===== config.mk =====
export PLATFORM = sky130hd
export DESIGN_NAME = tkfv_heap
export DESIGN_NICKNAME = d
export VERILOG_FILES = /design/src/hw/rtl/tkfv_pkg.sv /design/src/hw/rtl/tkfv_heap.sv
export SDC_FILE = /design/constraint.sdc
export NUM_CORES = 2
export LEC_CHECK = 0
export ABC_AREA = 1
export BUFFER_PORTS_ARGS = -buffer_cell sky130_fd_sc_hd__buf_2
export CAP_MARGIN = 20
export CELL_PAD_IN_SITES_DETAIL_PLACEMENT = 1
export CELL_PAD_IN_SITES_GLOBAL_PLACEMENT = 2
export CORE_MARGIN = 1.5
export CORE_UTILIZATION = 41
export CTS_BUF_LIST = sky130_fd_sc_hd__clkbuf_8
export CTS_CLUSTER_SIZE = 12
export DETAILED_ROUTE_END_ITERATION = 10
export GPL_TIMING_DRIVEN = 0
export MAX_ROUTING_LAYER = met4
export PLACE_DENSITY = 0.77
export SETUP_SLACK_MARGIN = 0.3
export SLEW_MARGIN = 20
export SYNTH_ARGS = -nofsm -noshare
export SYNTH_HDL_FRONTEND = slang
export SYNTH_SLANG_ARGS = --single-unit

===== constraint.sdc =====
create_clock -name clk_i -period 7.26 [get_ports clk_i]
set_input_delay 0.726 -clock clk_i [delete_from_list [all_inputs] [get_ports clk_i]]
set_output_delay 0.726 -clock clk_i [all_outputs]
set_load 0.05 [all_outputs]

===== src/hw/rtl/tkfv_pkg.sv =====
// ----------------------------------------------------------------------------
// tkfv_pkg
// Shared types and constants for the top-k frequent values core.
// ----------------------------------------------------------------------------
package tkfv_pkg;

  localparam int unsigned TableSize = 1024;
  localparam int unsigned MaxTop    = 64;
  localparam int unsigned SlotW     = $clog2(TableSize);
  localparam int unsigned HeapW     = $clog2(MaxTop);

  typedef struct packed {
    logic [31:0] sample_value;
    logic        is_final;
  } tkfv_in_t;

  typedef struct packed {
    logic [31:0] frequent_value;
    logic [15:0] value_count;
    logic        final_result;
    logic        table_overflow;
  } tkfv_out_t;

  typedef struct packed {
    logic [31:0]   key;
    logic [15:0]   count;
  } tkfv_entry_t;

  // Home slot: multiplicative hash folded with itself shifted right by 15.
  function automatic logic [SlotW-1:0] home_slot(input logic [31:0] v);
    logic [31:0] h;
    h = v * 32'd2654435761;
    h = h ^ (h >> 15);
    return h[SlotW-1:0];
  endfunction

endpackage


===== src/hw/rtl/tkfv_heap.sv =====
// ----------------------------------------------------------------------------
// tkfv_heap
// Min-heap of (value, count) pairs held in a synchronous memory, with push,
// replace-root and pop operations sequenced one memory access per cycle.
// ----------------------------------------------------------------------------
module tkfv_heap (
  input  logic                        clk_i,
  input  logic                        rst_ni,
  input  logic                        push_i,
  input  logic                        repl_i,
  input  logic                        pop_i,
  input  tkfv_pkg::tkfv_entry_t       ent_i,
  output logic                        busy_o,
  output logic [tkfv_pkg::HeapW:0]    fill_o,
  output tkfv_pkg::tkfv_entry_t       root_o
);
  import tkfv_pkg::*;

  typedef enum logic [6:0] {
    H_IDLE  = 7'b0000001,
    H_UPRD  = 7'b0000010,
    H_UPCMP = 7'b0000100,
    H_LAST  = 7'b0001000,
    H_DNL   = 7'b0010000,
    H_DNR   = 7'b0100000,
    H_DNCMP = 7'b1000000
  } h_state_e;

  h_state_e state_q, state_d;
  tkfv_entry_t mem [MaxTop];
  tkfv_entry_t rd_q;
  logic [HeapW-1:0] raddr;
  logic             we;
  logic [HeapW-1:0] waddr;
  tkfv_entry_t      wdata;

  logic [HeapW:0]   fill_q, fill_d;
  logic [HeapW-1:0] idx_q, idx_d;
  tkfv_entry_t      cur_q, cur_d;     // element being sifted
  tkfv_entry_t      lft_q, lft_d;     // left child during sift-down
  tkfv_entry_t      nxt_q, nxt_d;     // entry pushed after a replace
  logic             pend_q, pend_d;
  tkfv_entry_t      top_q;
  tkfv_entry_t      ch;
  logic             sel_r;
  logic             dn_done;
  logic [HeapW:0]   lidx, ridx;
  logic [HeapW-1:0] par;

  assign par   = (idx_q - 1'b1) >> 1;
  assign lidx  = {idx_q, 1'b1};
  assign ridx  = lidx + 1'b1;
  assign sel_r = (ridx < fill_q) && (rd_q.count < lft_q.count);
  assign ch    = sel_r ? rd_q : lft_q;

  always_ff @(posedge clk_i) begin
    if (we) mem[waddr] <= wdata;
    rd_q <= mem[raddr];
  end

  // The sifted element stays in cur_q and is written once its place is found.
  always_comb begin
    state_d = state_q;
    fill_d  = fill_q;
    idx_d   = idx_q;
    cur_d   = cur_q;
    lft_d   = lft_q;
    nxt_d   = nxt_q;
    pend_d  = pend_q;
    raddr   = '0;
    we      = 1'b0;
    waddr   = idx_q;
    wdata   = cur_q;
    dn_done = 1'b0;
    case (state_q)
      H_IDLE: begin
        if (push_i) begin
          cur_d   = ent_i;
          idx_d   = fill_q[HeapW-1:0];
          fill_d  = fill_q + 1'b1;
          state_d = H_UPRD;
        end else if (repl_i || pop_i) begin
          // A replace is a full pop followed by a push of the new entry.
          raddr   = fill_q[HeapW-1:0] - 1'b1;
          fill_d  = fill_q - 1'b1;
          nxt_d   = ent_i;
          pend_d  = repl_i;
          state_d = H_LAST;
        end
      end
      H_UPRD: begin
        if (idx_q == '0) begin
          we = 1'b1; waddr = '0; wdata = cur_q;
          state_d = H_IDLE;
        end else begin
          raddr   = par;
          state_d = H_UPCMP;
        end
      end
      H_UPCMP: begin
        we = 1'b1;
        if (rd_q.count < cur_q.count) begin
          wdata   = cur_q;
          state_d = H_IDLE;
        end else begin
          wdata   = rd_q;
          idx_d   = par;
          state_d = H_UPRD;
        end
      end
      H_LAST: begin
        // rd_q holds the old last element, which sifts down from the root.
        cur_d   = rd_q;
        idx_d   = '0;
        state_d = H_DNL;
      end
      H_DNL: begin
        if (lidx >= fill_q) begin
          we      = 1'b1;
          dn_done = 1'b1;
        end else begin
          raddr   = lidx[HeapW-1:0];
          state_d = H_DNR;
        end
      end
      H_DNR: begin
        lft_d   = rd_q;
        raddr   = ridx[HeapW-1:0];
        state_d = H_DNCMP;
      end
      H_DNCMP: begin
        we = 1'b1;
        if (cur_q.count < ch.count) begin
          dn_done = 1'b1;
        end else begin
          wdata   = ch;
          idx_d   = sel_r ? ridx[HeapW-1:0] : lidx[HeapW-1:0];
          state_d = H_DNL;
        end
      end
      default: state_d = H_IDLE;
    endcase
    if (dn_done) begin
      if (pend_q) begin
        cur_d   = nxt_q;
        idx_d   = fill_q[HeapW-1:0];
        fill_d  = fill_q + 1'b1;
        pend_d  = 1'b0;
        state_d = H_UPRD;
      end else begin
        state_d = H_IDLE;
      end
    end
  end

  // Root cache: entry 0 as seen after the last write to it.
  always_ff @(posedge clk_i) begin
    if (we && waddr == '0) top_q <= wdata;
  end

  always_ff @(posedge clk_i or negedge rst_ni) begin
    if (!rst_ni) begin
      state_q <= H_IDLE;
      fill_q  <= '0;
      idx_q   <= '0;
      cur_q   <= '0;
      lft_q   <= '0;
      nxt_q   <= '0;
      pend_q  <= 1'b0;
    end else begin
      state_q <= state_d;
      fill_q  <= fill_d;
      idx_q   <= idx_d;
      cur_q   <= cur_d;
      lft_q   <= lft_d;
      nxt_q   <= nxt_d;
      pend_q  <= pend_d;
    end
  end

  assign busy_o = (state_q != H_IDLE);
  assign fill_o = fill_q;
  assign root_o = top_q;

  assert property (@(posedge clk_i) disable iff (!rst_ni) fill_q <= MaxTop)
    else $error("heap fill exceeds capacity");
  assert property (@(posedge clk_i) disable iff (!rst_ni)
    (push_i && !busy_o) |=> (fill_q == $past(fill_q) + 1'b1))
    else $error("push did not grow heap");
  assert property (@(posedge clk_i) disable iff (!rst_ni)
    ((pop_i || repl_i) && !busy_o) |-> (fill_q != '0))
    else $error("pop from empty heap");

endmodule


==> results.toml <==
[status]
run_status = "completed"

[sta]
max_freq_ghz = 0.139
rsz0062_at_grt = "yes"
hold_viol_final = 0
relSlewSlack_pct = 8.86
tightest_slew_ps = 1370
whs_ps = 25.6
period_needed_ps = 7200
finalSetupViolations = 0
slew_violations = 0
finClkSkew_ps = 93.5
final.period_utilization_pct = 99.2

[job]
maxCapViolations = 0

[detailed_routing]
wl_um = 717000
dr_total_vias = 111183
wl_met1_um = 260000
wire_per_inst_um = 40.4
met3WireLength_um = 89600
via_per_inst = 6.27
dr.pass1.iters = 6
drc = 0
dr_wl_met2_um = 306000
ant_nets = 0
drt_iter0_markers = 18548
top_layer = "met4"

[synthesis]
syn_inst = 11734
synth_cell_types = 52
ys_ff_latch = 3333
async_reset_ff_share_pct = 4.95
yosysWarnings = 0
yosysSeqAreaShare_pct = 72.4
synthesis.nets = 11849
synth_area_um2 = 136000
synth_edf_count = 3120
synthFlopType = "edfxtp_1"
avgSynthCellArea_um2 = 11.6

[finish]
area_growth_pct = 18.8
fin_nets = 12955
seqCellArea_um2 = 98800
instances_no_fill = 17719
multi_input_area_um2 = 34300
drive_gt1_share_pct = 13.6
design_area_um2 = 162000
nFillCells = 34785

[clock_tree]
cts_buffer_depth = 4
htreeDepth = 6
numCtsBuffers = 582
path_clk_slew_ps = 60
clockRootBuffer = "clkbuf_8"
clkLatencyLatePin_ps = 1290
cts_num_sinks = 3333
cts_tree = "built"

[grt]
antenna_found_initial = 78
grt_pass1_vias = 107945
grt_pass1_wl_um = 947000
overflow = 0
grt_use_total_pct = 43.1
grt_max_degree = 91

[critical_path]
r2r_cells = 16
worstSetupEndpointType = "flop"
critPathBufInv = 6
crit_path_top_delay_cell = "a21oi_1"
rrSetupSlack_ps = 60
crit_top_cell = "buf_2"
reg2reg_from = "fill_o[2]$_DFF_PN0_"
cpLargestDelayFamily = "buffers and inverters"
startpoint = "fill_o[2]$_DFF_PN0_"
worstPathArrival_ps = 8310
crit_fanout = 11
crit_type = "flop to flop"
start_kind = "flop"
r2r-end = "rd_q[23]$_DFF_P_"
required_ps = 8370
crit_path_cell_trace = "clkbuf_1 > inv_1 > ha_1 > inv_1 > nor4_1 > nand4_1 > nand3_2 > nor2_1 > nor3_4 > buf_2 > buf_2 > buf_2 > nand3_1 > a21oi_1 > o211ai_1 > nand2_1"
cpPeakStageDelay_ps = 920

[floorplan]
die_area_um2 = 336000
die_w_um = 580
io_pins = 109
rows = 211
initial_core_util_pct = 41.3
die_h_um = 580
core-area_um2 = 331000

[place]
place_area_um2 = 151000
port_buffers = 108
dpl.hpwl_um = 529000
gp_congestion = 1.04
place_inst = 16563

[power_and_ir_drop]
power.total_w = 0.0775
ir_drop_v = 0.000319
pwr_density_cell_nw_per_um2 = 478
leakage_nw = 59.7

[hold_path]
min_path_type = "primary input to asynchronous set/reset pin"
[layout make-up]
cell class              instances  share of cell area, %
diodes                         68                  0.105
plain buffers                 756                   2.13
clock buffers                 601                   5.10
clock inverters               428                   1.34
inverters                     212                  0.516
multi-input cells            7433                   21.2
flip-flops and latches       3333                   61.0
well taps                    4366                   3.37
repair buffers                522                   5.28
[metrics by stage]
stage | utilization, % | setup slack (ps) | setup TNS (ps)
detailed placement | 45.6 | -1660 | -3060130
floorplan | - | 243 | 0
global placement | 43.1 | -9470 | -
global route | 49.0 | 297 | 0
CTS | 48.9 | 345 | 0
finish | 49.0 | 57.9 | 0
[cell usage after synthesis (all sizes together) (62+ instances only)]
cell type,n,area share (%)
dfrtp,164,3.0
o211ai,161,0.89
nand3,2154,7.9
nor2,369,1.0
a21oi,274,1.0
clkbuf,307,0.85
nand2,3801,10
edfxtp,3120,69
ha,62,0.57
inv,207,0.57
o21ai,375,1.4
buf,449,1.6
[worst max-delay path by stage]
| stage | to | slack (ps) | cells after the start |
|---|---|---|---|
| 3_5_place_dp | mem[3][34]$_DFFE_PP_ | -1660 | 33 |
| 3_3_place_gp | mem[4][7]$_DFFE_PP_ | -9470 | 25 |
| 2_1_floorplan | mem[0][2]$_DFFE_PP_ | 240 | 27 |
| 6_report | rd_q[23]$_DFF_P_ | 60 | 16 |
| 4_1_cts | mem[7][34]$_DFFE_PP_ | 340 | 31 |
| 5_1_grt | mem[7][34]$_DFFE_PP_ | 300 | 34 |
[cell families (layout without fill, tap and decap cells)]
logic type                 Yosys count  in the layout  share of synthesized area (%)
and+or+nand+nor                   6397           6397                           19.8
AOI/OAI and AO/OA                  959            959                           4.06
DFF                               3333           3333                           72.4
buffers and inverters              968           2519                           3.07
xor gates and xnor gates            15             15                         0.0963
adders and majority gates           62             62                          0.569
other                                0             68                              0
[placed cells by master, fill, tap and decap left out, drive strengths merged, types with 15 or more instances in the layout]
cell type | netlist | routed
inv | 207 | 436
nand3 | 2154 | 2154
clkbuf | 307 | 908
dlygate4sd3 | 0 | 52
or2 | 37 | 37
diode | 0 | 68
buf | 449 | 919
o211ai | 161 | 161
clkinvlp | 0 | 19
nand2 | 3801 | 3801
dfxtp | 48 | 48
o21ai | 375 | 375
edfxtp | 3120 | 3120
clkinv | 5 | 180
a21oi | 274 | 274
dfrtp | 164 | 164
nor3 | 15 | 15
a31oi | 31 | 31
a22oi | 24 | 24
ha | 62 | 62
o22ai | 37 | 37
nor2 | 369 | 369
[sequential cells by signal (all words and copies together) (netlist names)]
| signal | flops |
|---|---|
| mem | 3072 |
| cur_q | 48 |
| lft_q | 48 |
| nxt_q | 48 |
| rd_q | 48 |
| root_o | 48 |
| fill_o | 7 |
| state_q | 7 |
| idx_q | 6 |
| pend_q | 1 |
[metal layers]
layer / track usage, % / vias to the layer above
met4: 29.5 / 0
li1: - / 43871
met5: - / -
met3: 10.3 / 2003
met2: 61.6 / 8491
met1: 54.2 / 56818
[what timing repair did]
| item | 4_1_cts | 5_1_grt |
|---|---|---|
| pin swaps | 2 | 3 |
| hold buffers | 52 | 0 |
| buffers inserted | 0 | 5 |
| setup endpoints to repair | 3191 | 287 |
| resized for setup | 33 | 9 |
| endpoints found under the hold margin | 160 | 0 |
[power breakdown]
group	internal, W	switching [W]
clock	0.00791	0.00848
sequential	0.0242	0.000592
combinational	0.00703	0.0292
(Power assumes the default switching activity.)
